<file path="src/rtl/core/usb_host_controller_registers_defines.svh">
// Assertion macros for the host controller register file.
`ifndef USB_HOST_CONTROLLER_REGISTERS_DEFINES_SVH
`define USB_HOST_CONTROLLER_REGISTERS_DEFINES_SVH

// Same-cycle implication, checked outside reset.
`define UHCR_ASSERT_NOW(name, ante, cons, msg) \
   name: assert property (@(posedge clock) disable iff (reset) (ante) |-> (cons)) \
      else $error(msg);

// Next-cycle implication, checked outside reset.
`define UHCR_ASSERT_NEXT(name, ante, cons, msg) \
   name: assert property (@(posedge clock) disable iff (reset) (ante) |=> (cons)) \
      else $error(msg);

`endif

</file>
<file path="src/rtl/core/uhcr_pkg.sv">
// Types and constants of the host controller register file.
`timescale 1ns / 1ps

package uhcr_pkg;

   localparam int PORT_COUNT = 2;
   localparam int PORT_IDX_W = (PORT_COUNT > 1) ? $clog2(PORT_COUNT) : 1;
   localparam int LIST_COUNT = 6;
   localparam int PORT_W     = 21;

   // Request kinds
   localparam logic [1:0] KIND_READ   = 2'd0;
   localparam logic [1:0] KIND_WRITE  = 2'd1;
   localparam logic [1:0] KIND_TICK   = 2'd2;
   localparam logic [1:0] KIND_DEVICE = 2'd3;

   // Register offsets
   localparam logic [7:0] ADDR_REVISION  = 8'h00;
   localparam logic [7:0] ADDR_CONTROL   = 8'h04;
   localparam logic [7:0] ADDR_COMMAND   = 8'h08;
   localparam logic [7:0] ADDR_INT_STAT  = 8'h0c;
   localparam logic [7:0] ADDR_INT_SET   = 8'h10;
   localparam logic [7:0] ADDR_INT_CLR   = 8'h14;
   localparam logic [7:0] ADDR_HCCA      = 8'h18;
   localparam logic [7:0] ADDR_LIST0     = 8'h1c;
   localparam logic [7:0] ADDR_LIST1     = 8'h20;
   localparam logic [7:0] ADDR_LIST2     = 8'h24;
   localparam logic [7:0] ADDR_LIST3     = 8'h28;
   localparam logic [7:0] ADDR_LIST4     = 8'h2c;
   localparam logic [7:0] ADDR_LIST5     = 8'h30;
   localparam logic [7:0] ADDR_FM_INTVL  = 8'h34;
   localparam logic [7:0] ADDR_FM_REMAIN = 8'h38;
   localparam logic [7:0] ADDR_FM_NUMBER = 8'h3c;
   localparam logic [7:0] ADDR_PER_START = 8'h40;
   localparam logic [7:0] ADDR_LS_THRESH = 8'h44;
   localparam logic [7:0] ADDR_RH_DESC_A = 8'h48;
   localparam logic [7:0] ADDR_RH_DESC_B = 8'h4c;
   localparam logic [7:0] ADDR_RH_STATUS = 8'h50;
   localparam logic [5:0] PORT_WORD_BASE = 6'h15;  // offset 0x54 in words

   localparam logic [31:0] REVISION_VALUE = 32'h0000_0010;
   localparam logic [31:0] INT_SF         = 32'h0000_0004;
   localparam logic [31:0] INT_RHSC       = 32'h0000_0040;
   localparam logic [31:0] INT_OC         = 32'h4000_0000;
   localparam logic [31:0] INT_ENABLE_BITS = 32'h7fff_ffff;
   localparam logic [31:0] HCCA_MASK      = 32'hffff_ff00;
   localparam logic [31:0] LIST_MASK      = 32'hffff_fff0;
   localparam logic [31:0] CONTROL_SUSP   = 32'h0000_00c0;
   localparam logic [1:0]  HCFS_OPER      = 2'b10;
   localparam logic [31:0] FM_INTVL_RESET = 32'h0000_2edf;
   localparam logic [31:0] LS_THRESH_RESET = 32'h0000_0628;
   localparam logic [31:0] DESC_A_FIXED   = 32'h0100_0200;
   localparam logic [3:0]  COMMAND_MASK   = 4'he;

   // Port status bits
   localparam logic [PORT_W-1:0] PS_CCS  = 21'h000001;
   localparam logic [PORT_W-1:0] PS_PES  = 21'h000002;
   localparam logic [PORT_W-1:0] PS_PSS  = 21'h000004;
   localparam logic [PORT_W-1:0] PS_PRS  = 21'h000010;
   localparam logic [PORT_W-1:0] PS_PPS  = 21'h000100;
   localparam logic [PORT_W-1:0] PS_CSC  = 21'h010000;
   localparam logic [PORT_W-1:0] PS_PRSC = 21'h100000;

   typedef struct packed {
      logic [1:0]  kind;
      logic [7:0]  addr;
      logic [31:0] wdata;
      logic        port;
      logic        device_present;
   } req_type;

   typedef struct packed {
      logic [31:0] rdata;
      logic        irq_raise;
      logic        port_reset_req;
      logic        reset_port;
   } rsp_type;

   typedef struct packed {
      logic irq_level;
      logic rhsc;
   } status_type;

endpackage

</file>
<file path="src/rtl/core/uhcr_req_stage.sv">
// Input register of the host controller register file.
`timescale 1ns / 1ps

module uhcr_req_stage (
   input  logic              clock,
   input  logic              reset,
   input  logic              req_valid,
   output logic              req_stall,
   input  uhcr_pkg::req_type req_in,
   input  logic              advance,
   output logic              valid_ff,
   output uhcr_pkg::req_type req_ff
);
   import uhcr_pkg::*;

   logic accept;
   logic valid_in;

   assign req_stall = valid_ff && !advance;
   assign accept    = req_valid && !req_stall;

   always_comb begin
      if (accept) begin
         valid_in = 1'b1;
      end else if (advance) begin
         valid_in = 1'b0;
      end else begin
         valid_in = valid_ff;
      end
   end

   always_ff @(posedge clock) begin
      if (reset) begin
         valid_ff <= 1'b0;
      end else begin
         valid_ff <= valid_in;
      end
   end

   always_ff @(posedge clock) begin
      if (accept) begin
         req_ff <= req_in;
      end
   end

endmodule

</file>
<file path="src/rtl/core/uhcr_core.sv">
// Register state and request decode of the host controller register file.
`timescale 1ns / 1ps

module uhcr_core (
   input  logic                 clock,
   input  logic                 reset,
   input  logic                 advance,
   input  uhcr_pkg::req_type    req,
   output uhcr_pkg::rsp_type    rsp_in,
   output uhcr_pkg::status_type status
);
   import uhcr_pkg::*;

   typedef struct packed {
      logic [PORT_W-1:0] state;
      logic              did_reset;
   } port_wr_type;

   function automatic port_wr_type port_write(input logic [PORT_W-1:0] s_in,
                                              input logic [31:0] v);
      port_wr_type r;
      logic [PORT_W-1:0] s;
      s = s_in;
      r.did_reset = 1'b0;
      if (v[0]) s = s & ~PS_PES;
      if (v[1] && s[0]) s = s | PS_PES;
      if (v[2] && s[0]) s = s | PS_PSS;
      if (v[3]) s = s & ~PS_PSS;
      if (v[4] && s[0]) begin
         s = (s & ~PS_PRS) | PS_PES | PS_PRSC;
         r.did_reset = 1'b1;
      end
      if (v[8]) s = s | PS_PPS;
      if (v[9]) s = s & ~PS_PPS;
      // change bits are write-1-to-clear
      s[20:16] = s[20:16] & ~v[20:16];
      r.state = s;
      return r;
   endfunction

   logic [31:0]       control_ff, control_in;
   logic [3:0]        command_ff, command_in;
   logic [31:0]       int_stat_ff, int_stat_in;
   logic [31:0]       int_en_ff, int_en_in;
   logic [31:0]       hcca_ff, hcca_in;
   logic [31:0]       list_ff [LIST_COUNT];
   logic [31:0]       list_in [LIST_COUNT];
   logic [31:0]       fm_intvl_ff, fm_intvl_in;
   logic [13:0]       fm_remain_ff, fm_remain_in;
   logic [15:0]       fm_number_ff, fm_number_in;
   logic [31:0]       per_start_ff, per_start_in;
   logic [31:0]       ls_thresh_ff, ls_thresh_in;
   logic [31:0]       desc_a_ff, desc_a_in;
   logic [31:0]       desc_b_ff, desc_b_in;
   logic              lpsc_ff, lpsc_in;
   logic [PORT_W-1:0] port_ff [PORT_COUNT];
   logic [PORT_W-1:0] port_in [PORT_COUNT];
   logic              port_change_any;
   port_wr_type       pw;

   always_comb begin
      port_change_any = 1'b0;
      for (int i = 0; i < PORT_COUNT; i++) begin
         port_change_any = port_change_any | (|port_ff[i][20:16]);
      end
   end

   assign status.irq_level = int_en_ff[31] && (|(int_stat_ff & int_en_ff & INT_ENABLE_BITS));
   assign status.rhsc      = |(int_stat_ff & INT_RHSC);

   always_comb begin
      control_in   = control_ff;
      command_in   = command_ff;
      int_stat_in  = int_stat_ff;
      int_en_in    = int_en_ff;
      hcca_in      = hcca_ff;
      list_in      = list_ff;
      fm_intvl_in  = fm_intvl_ff;
      fm_remain_in = fm_remain_ff;
      fm_number_in = fm_number_ff;
      per_start_in = per_start_ff;
      ls_thresh_in = ls_thresh_ff;
      desc_a_in    = desc_a_ff;
      desc_b_in    = desc_b_ff;
      lpsc_in      = lpsc_ff;
      port_in      = port_ff;
      rsp_in       = '0;
      pw           = '0;

      case (req.kind)
         KIND_READ: begin
            case (req.addr)
               ADDR_REVISION:  rsp_in.rdata = REVISION_VALUE;
               ADDR_CONTROL:   rsp_in.rdata = control_ff;
               ADDR_COMMAND:   rsp_in.rdata = {28'b0, command_ff};
               ADDR_INT_STAT:  rsp_in.rdata = int_stat_ff;
               ADDR_INT_SET:   rsp_in.rdata = int_en_ff;
               ADDR_INT_CLR:   rsp_in.rdata = int_en_ff;
               ADDR_HCCA:      rsp_in.rdata = hcca_ff;
               ADDR_LIST0:     rsp_in.rdata = list_ff[0];
               ADDR_LIST1:     rsp_in.rdata = list_ff[1];
               ADDR_LIST2:     rsp_in.rdata = list_ff[2];
               ADDR_LIST3:     rsp_in.rdata = list_ff[3];
               ADDR_LIST4:     rsp_in.rdata = list_ff[4];
               ADDR_LIST5:     rsp_in.rdata = list_ff[5];
               ADDR_FM_INTVL:  rsp_in.rdata = fm_intvl_ff;
               ADDR_FM_REMAIN: rsp_in.rdata = {18'b0, fm_remain_ff};
               ADDR_FM_NUMBER: rsp_in.rdata = {16'b0, fm_number_ff};
               ADDR_PER_START: rsp_in.rdata = per_start_ff;
               ADDR_LS_THRESH: rsp_in.rdata = ls_thresh_ff;
               ADDR_RH_DESC_A: rsp_in.rdata = desc_a_ff;
               ADDR_RH_DESC_B: rsp_in.rdata = desc_b_ff;
               ADDR_RH_STATUS: rsp_in.rdata = {16'b0, lpsc_ff, 15'b0};
               default: begin
                  for (int i = 0; i < PORT_COUNT; i++) begin
                     if (req.addr[7:2] == 6'(PORT_WORD_BASE + 6'(i))) begin
                        rsp_in.rdata = {{(32 - PORT_W){1'b0}}, port_ff[i]};
                     end
                  end
               end
            endcase
         end

         KIND_WRITE: begin
            case (req.addr)
               ADDR_CONTROL: begin
                  control_in = req.wdata;
                  if (req.wdata[7:6] != control_ff[7:6] && req.wdata[7:6] == HCFS_OPER
                      && port_change_any) begin
                     int_stat_in = int_stat_in | INT_RHSC;
                  end
               end
               ADDR_COMMAND: begin
                  // soft reset first, then the list-filled and ownership bits
                  if (req.wdata[0]) begin
                     control_in   = CONTROL_SUSP;
                     command_in   = '0;
                     int_stat_in  = '0;
                     int_en_in    = '0;
                     hcca_in      = '0;
                     fm_remain_in = '0;
                     for (int i = 0; i < LIST_COUNT; i++) begin
                        list_in[i] = '0;
                     end
                  end
                  command_in = command_in | (req.wdata[3:0] & COMMAND_MASK);
                  if (req.wdata[3]) int_stat_in = int_stat_in | INT_OC;
               end
               ADDR_INT_STAT:  int_stat_in = int_stat_ff & ~req.wdata;
               ADDR_INT_SET:   int_en_in = int_en_ff | req.wdata;
               ADDR_INT_CLR:   int_en_in = int_en_ff & ~req.wdata;
               ADDR_HCCA:      hcca_in = req.wdata & HCCA_MASK;
               ADDR_LIST0:     list_in[0] = req.wdata & LIST_MASK;
               ADDR_LIST1:     list_in[1] = req.wdata & LIST_MASK;
               ADDR_LIST2:     list_in[2] = req.wdata & LIST_MASK;
               ADDR_LIST3:     list_in[3] = req.wdata & LIST_MASK;
               ADDR_LIST4:     list_in[4] = req.wdata & LIST_MASK;
               ADDR_LIST5:     list_in[5] = req.wdata;
               ADDR_FM_INTVL:  fm_intvl_in = req.wdata;
               ADDR_PER_START: per_start_in = req.wdata;
               ADDR_LS_THRESH: ls_thresh_in = req.wdata;
               ADDR_RH_DESC_A: desc_a_in = (req.wdata & HCCA_MASK) | 32'(PORT_COUNT);
               ADDR_RH_DESC_B: desc_b_in = req.wdata;
               ADDR_RH_STATUS: begin
                  for (int i = 0; i < PORT_COUNT; i++) begin
                     if (req.wdata[16]) port_in[i] = port_in[i] | PS_PPS;
                     if (req.wdata[0]) port_in[i] = port_in[i] & ~PS_PPS;
                  end
                  if (req.wdata[15]) lpsc_in = 1'b1;
                  if (req.wdata[31]) lpsc_in = 1'b0;
               end
               default: begin
                  for (int i = 0; i < PORT_COUNT; i++) begin
                     if (req.addr[7:2] == 6'(PORT_WORD_BASE + 6'(i))) begin
                        pw = port_write(port_ff[i], req.wdata);
                        port_in[i] = pw.state;
                        if (pw.did_reset) begin
                           int_stat_in           = int_stat_in | INT_RHSC;
                           rsp_in.port_reset_req = 1'b1;
                           rsp_in.reset_port     = i[0];
                        end
                     end
                  end
               end
            endcase
         end

         KIND_TICK: begin
            if (control_ff[7:6] == HCFS_OPER) begin
               fm_number_in = fm_number_ff + 16'd1;
               fm_remain_in = fm_intvl_ff[13:0];
               int_stat_in  = int_stat_ff | INT_SF;
               if (control_ff[4]) command_in[1] = 1'b0;
               if (control_ff[5]) command_in[2] = 1'b0;
            end
         end

         KIND_DEVICE: begin
            for (int i = 0; i < PORT_COUNT; i++) begin
               if (32'(req.port) == i) begin
                  port_in[i] = req.device_present ? (PS_CCS | PS_PPS | PS_CSC)
                                                  : (PS_PPS | PS_CSC);
                  int_stat_in = int_stat_ff | INT_RHSC;
               end
            end
         end

         default: ;
      endcase

      rsp_in.irq_raise = int_en_in[31] && (|(int_stat_in & int_en_in & INT_ENABLE_BITS));
   end

   always_ff @(posedge clock) begin
      if (reset) begin
         control_ff   <= '0;
         command_ff   <= '0;
         int_stat_ff  <= '0;
         int_en_ff    <= '0;
         hcca_ff      <= '0;
         fm_intvl_ff  <= FM_INTVL_RESET;
         fm_remain_ff <= '0;
         fm_number_ff <= '0;
         per_start_ff <= '0;
         ls_thresh_ff <= LS_THRESH_RESET;
         desc_a_ff    <= DESC_A_FIXED | 32'(PORT_COUNT);
         desc_b_ff    <= '0;
         lpsc_ff      <= 1'b0;
         for (int i = 0; i < LIST_COUNT; i++) begin
            list_ff[i] <= '0;
         end
         for (int i = 0; i < PORT_COUNT; i++) begin
            port_ff[i] <= (i == 0) ? (PS_CCS | PS_PPS | PS_CSC) : (PS_PPS | PS_CSC);
         end
      end else if (advance) begin
         control_ff   <= control_in;
         command_ff   <= command_in;
         int_stat_ff  <= int_stat_in;
         int_en_ff    <= int_en_in;
         hcca_ff      <= hcca_in;
         fm_intvl_ff  <= fm_intvl_in;
         fm_remain_ff <= fm_remain_in;
         fm_number_ff <= fm_number_in;
         per_start_ff <= per_start_in;
         ls_thresh_ff <= ls_thresh_in;
         desc_a_ff    <= desc_a_in;
         desc_b_ff    <= desc_b_in;
         lpsc_ff      <= lpsc_in;
         list_ff      <= list_in;
         port_ff      <= port_in;
      end
   end

endmodule

</file>
<file path="src/rtl/core/uhcr_rsp_stage.sv">
// Result register of the host controller register file.
`timescale 1ns / 1ps

module uhcr_rsp_stage (
   input  logic              clock,
   input  logic              reset,
   input  logic              load,
   input  uhcr_pkg::rsp_type rsp_in,
   input  logic              rsp_stall,
   output logic              rsp_valid,
   output uhcr_pkg::rsp_type rsp_ff
);
   import uhcr_pkg::*;

   logic valid_ff;
   logic valid_in;

   assign rsp_valid = valid_ff;

   always_comb begin
      if (load) begin
         valid_in = 1'b1;
      end else if (rsp_stall) begin
         valid_in = valid_ff;
      end else begin
         valid_in = 1'b0;
      end
   end

   always_ff @(posedge clock) begin
      if (reset) begin
         valid_ff <= 1'b0;
      end else begin
         valid_ff <= valid_in;
      end
   end

   always_ff @(posedge clock) begin
      if (load) begin
         rsp_ff <= rsp_in;
      end
   end

endmodule

</file>
<file path="src/rtl/core/usb_host_controller_registers.sv">
// Top level of the host controller register file.
//
//   channel  direction  handshake             payload
//   req      in         req_valid/req_stall   kind, addr, wdata, port, device_present
//   rsp      out        rsp_valid/rsp_stall   rdata, irq_raise, port_reset_req, reset_port
//
// One request per cycle while req_stall is low; each accepted request gives one response
// (input register, then register update and result register).
// Synchronous reset loads the register defaults.
// A stalled response holds its register; the input register then holds too and
// req_stall rises while it is full.
`timescale 1ns / 1ps

module usb_host_controller_registers (
   input  logic        clock,
   input  logic        reset,
   input  logic        req_valid,
   output logic        req_stall,
   input  logic [1:0]  req_kind,
   input  logic [7:0]  req_addr,
   input  logic [31:0] req_wdata,
   input  logic        req_port,
   input  logic        req_device_present,
   output logic        rsp_valid,
   input  logic        rsp_stall,
   output logic [31:0] rsp_rdata,
   output logic        rsp_irq_raise,
   output logic        rsp_port_reset_req,
   output logic        rsp_reset_port
);
   import uhcr_pkg::*;

   `include "usb_host_controller_registers_defines.svh"

   req_type    req_in;
   req_type    req_ff;
   logic       in_valid_ff;
   logic       advance;
   rsp_type    rsp_in;
   rsp_type    rsp_ff;
   status_type status;

   assign req_in.kind           = req_kind;
   assign req_in.addr           = req_addr;
   assign req_in.wdata          = req_wdata;
   assign req_in.port           = req_port;
   assign req_in.device_present = req_device_present;

   // move the held request into the result register when that register frees up
   assign advance = in_valid_ff && (!rsp_valid || !rsp_stall);

   uhcr_req_stage u_req_stage (
      .clock     (clock),
      .reset     (reset),
      .req_valid (req_valid),
      .req_stall (req_stall),
      .req_in    (req_in),
      .advance   (advance),
      .valid_ff  (in_valid_ff),
      .req_ff    (req_ff)
   );

   uhcr_core u_core (
      .clock   (clock),
      .reset   (reset),
      .advance (advance),
      .req     (req_ff),
      .rsp_in  (rsp_in),
      .status  (status)
   );

   uhcr_rsp_stage u_rsp_stage (
      .clock     (clock),
      .reset     (reset),
      .load      (advance),
      .rsp_in    (rsp_in),
      .rsp_stall (rsp_stall),
      .rsp_valid (rsp_valid),
      .rsp_ff    (rsp_ff)
   );

   assign rsp_rdata          = rsp_ff.rdata;
   assign rsp_irq_raise      = rsp_ff.irq_raise;
   assign rsp_port_reset_req = rsp_ff.port_reset_req;
   assign rsp_reset_port     = rsp_ff.reset_port;

   `UHCR_ASSERT_NOW(a_irq_tracks_state, rsp_valid, rsp_irq_raise == status.irq_level, "irq level out of step with held response")
   `UHCR_ASSERT_NOW(a_port_reset_sets_rhsc, rsp_valid && rsp_port_reset_req, status.rhsc, "port reset without root hub status change")
   `UHCR_ASSERT_NOW(a_reset_port_zero, rsp_valid && !rsp_port_reset_req, !rsp_reset_port, "reset port index set without port reset")
   `UHCR_ASSERT_NEXT(a_full_stall_holds, in_valid_ff && rsp_valid && rsp_stall, in_valid_ff, "held request dropped while response stalled")

endmodule
</file>
<file path="config.mk">
export PLATFORM = sky130hd
export DESIGN_NAME = usb_host_controller_registers
export DESIGN_NICKNAME = d
export VERILOG_FILES = /design/src/rtl/core/uhcr_pkg.sv /design/src/rtl/core/uhcr_req_stage.sv /design/src/rtl/core/uhcr_core.sv /design/src/rtl/core/uhcr_rsp_stage.sv /design/src/rtl/core/usb_host_controller_registers.sv
export VERILOG_INCLUDE_DIRS = /design/src /design/src/rtl/core
export SDC_FILE = /design/constraint.sdc
export NUM_CORES = 1
export LEC_CHECK = 0
export BUFFER_PORTS_ARGS = -buffer_cell sky130_fd_sc_hd__buf_2
export CAP_MARGIN = 10
export CORE_ASPECT_RATIO = 1.5
export CORE_UTILIZATION = 45
export CTS_CLUSTER_SIZE = 10
export DETAILED_ROUTE_END_ITERATION = 6
export PLACE_DENSITY_LB_ADDON = 0.1
export SYNTH_ARGS = -nofsm -noshare
export SYNTH_HDL_FRONTEND = slang
export SYNTH_SLANG_ARGS = --single-unit
</file>
<file path="constraint.sdc">
create_clock -name clock -period 4.94 [get_ports clock]
set_input_delay 0.988 -clock clock [delete_from_list [all_inputs] [get_ports clock]]
set_output_delay 0.988 -clock clock [all_outputs]
set_load 0.03 [all_outputs]
</file>
==> results.toml <==
[status]
outcome = "completed"

[clock_tree]
htree_levels = 3
cts_tree = "built"
clk_pin_slew_worst_paths_ns = 0.06
clk_path_buf_depth = 3
cts_made_buffers = 68
cts_setup_buffers = 0
clock_sinks = 578
cts_resized = 0
cts-root-buf = "clkbuf_16"
clk_latency_ns = 0.62
hold_buffers = 0

[critical_path]
arrival_ns = 4.29
endpoint_kind = "flip-flop"
required_ns = 5.39
path_cells = "or4b_1 -> buf_4 -> nor3_4 -> a221oi_1 -> o22ai_1 -> nor4_1 -> a41oi_1"
crit_fanout = 24
startpoint_type = "flip-flop"
path_delay_family = "simple AND/OR/NAND/NOR gates"
critPathKind = "flip-flop to flip-flop"
cp.buffers_inverters = 1
slowest_stage = "nor3_4"
worst_path_largest_cell_delay_ns = 0.90

[synth]
synth_top_cell_by_area = "dfxtp_1"
ys_seq_area_share_pct = 50.7
syn_inst = 2785
synth_area_leaders = "dfxtp_1 (41%), edfxtp_1 (9.7%), a22oi_1 (7.4%)"
synth_common_cells = "dfxtp_1 (499), nand2_1 (446), nor2_1 (292), a21oi_1 (244), a22oi_1 (239)"
synth_ff_type = "dfxtp_1"
synth.most_common_cell = "dfxtp_1"
synth_cell_types = 75
postSynthAreaPerCell_um2 = 8.75
syn_nets = 2834
ys_warn_count = 0
synth_top_area_share_pct = 41.0
ys_async_sr_fraction_pct = 0
synth_edf_count = 79
synth-seq-cells = 578
syn-cell-area_um2 = 24400

[global_routing]
grt_usage_pct = 35.2
antenna_found_initial = 1
grt_remaining_overflow = 0
grt_max_degree = 156
grt_pass1_vias = 21739
grt_pass1_wl_mm = 144

[cells_and_area]
nets = 2793
seqCellArea_um2 = 12400
multiInputGateArea_um2 = 11000
area_growth_pct = 12.8
utilization_pct = 51.3
fill_cells = 5109
layout-drive-gt1-share_pct = 11.2
num_antenna_cells = 0

[detailed_routing]
wirelength_mm = 98.0
drt_iter0_markers = 3209
avgViaCountPerCell = 6.65
vias = 23100
wire_per_inst_um = 28.2
drcViolationCount = 0
drtAntennaViolNets = 0
first_pass_iters = 7

[floorplan]
num_io_pins = 85
core_um2 = 53600
start_util_pct = 45.5
chipWidth_um = 192
die_height_um = 287
die-area_um2 = 55100
std_cell_rows = 104

[pwr]
worst_ir_drop_vdd_v = 0.000298
power_leakage_uw = 0.00898
power_per_cell_area_nw_per_um2 = 362
total_power_uw = 9960

[hold_path]
hold_class = "flip-flop to flip-flop"

[sta]
hold_ws_ns = 0.451
fmax_mhz = 261
setup_slack_ns = 1.10
relSlewSlack_pct = 22.0
finalCritPeriodShare_pct = 77.7
setup_tns_ns = 0
worst_clock_skew_ns = 0.0264
min_period_ns = 3.84
setup_viol_count_final = 0
rsz0062_at_grt = "no"
worst_pin_slew_ns = 1.17
finalHoldViolCount = 0
slew_violations = 0

[place]
port_buffers = 84
routabilityCongestion = 0.964
place_ws_ns = 1.18
dp_hpwl_mm = 60.3

[run]
cap_violations = 0
## registers in the layout, indices dropped and copies added, names as in the netlist
signal,cells
u_core.desc_a_ff,24
u_core.int_stat_ff,32
u_core.int_en_ff,32
u_core.control_ff,32
u_core.hcca_ff,24
u_core.per_start_ff,32
u_req_stage.req_ff,44
u_core.ls_thresh_ff,32
u_rsp_stage.rsp_valid,1
u_core.lpsc_ff,1
u_core.desc_b_ff,32
u_core.fm_intvl_ff,32
u_core.list_ff,172
u_core.fm_number_ff,16
u_core.command_ff,4
u_req_stage.valid_ff,1
u_core.port_ff,18
u_core.fm_remain_ff,14
u_rsp_stage.rsp_ff,35
## placed cells by master (no fill, tap or decap), types with 32 or more instances in the layout
cell type / count
edfxtp_1: 79
clkbuf_16: 70
a22o_1: 47
a221oi_1: 62
nand2_1: 446
a31oi_1: 36
a222oi_1: 71
a21oi_1: 244
o21ai_0: 80
nor2_1: 278
buf_2: 83
a22oi_1: 239
nand3_1: 67
buf_4: 90
dfxtp_1: 499
nor3_1: 32
## final timing paths
kind,start,end,slack (ns),cells past startpoint
max,u_req_stage.req_ff[39]$_DFFE_PP_,u_rsp_stage.rsp_ff[2]$_DFFE_PP_,1.10,7
min,u_core.fm_remain_ff[8]$_SDFFE_PP0P_,u_core.fm_remain_ff[8]$_SDFFE_PP0P_,0.45,2
max reg2reg,u_req_stage.req_ff[39]$_DFFE_PP_,u_rsp_stage.rsp_ff[2]$_DFFE_PP_,1.10,7
min reg2reg,u_core.fm_remain_ff[8]$_SDFFE_PP0P_,u_core.fm_remain_ff[8]$_SDFFE_PP0P_,0.45,2
## metal layers
layer / up-vias / share of wire (%) / GRT usage (%)
met5: - / 0.013 / 0
met4: 2 / 4.7 / 17.4
met2: 1386 / 47 / 57.5
met1: 11360 / 39 / 45.2
li1: 10093 / - / -
met3: 259 / 9.0 / 5.38
## kinds of logic (layout without fill, tap and decap cells)
logic type / Yosys count / in the layout / synth area share [%]
compound gates: 873 / 873 / 24.8
xor+xnor: 15 / 15 / 0.539
fa+ha+maj: 1 / 1 / 0.0513
buf+inv: 295 / 293 / 4.80
flops: 578 / 578 / 50.7
mux: 5 / 5 / 0.205
simple gates: 1018 / 1018 / 18.9
## report_power, final
part           switching, uW  internal [uW]
Combinational            249           84.5
Clock                   2030           2680
Sequential               111           4810
Total                   2390           7570
## metrics by stage
| stage | instances | cell area [um^2] |
|---|---|---|
| 6_report | 3472 | 27500 |
| 5_1_grt | 3472 | 27500 |
| 4_1_cts | 3472 | 27500 |
| 3_5_place_dp | 3363 | 25500 |
| 3_3_place_gp | 3363 | 25500 |
| 2_1_floorplan | 2785 | 24400 |
## area by class of cell
class                   instances  area share (%)
multi-input cells            1912            40.1
clock inverters                 8           0.519
inverters                       5          0.0683
well taps                     689            3.14
flip-flops and latches        578            45.0
repair buffers                179            4.39
clock buffers                 101            6.79
## worst min-delay path, delay by kind of cell (launching register included)
kind | cells | cell delay (ns)
AND/OR/NAND/NOR | 1 | 0.05
flip-flops | 1 | 0.31
AO/OA/AOI/OAI | 1 | 0.05
Power figures use the tool's default switching activity.
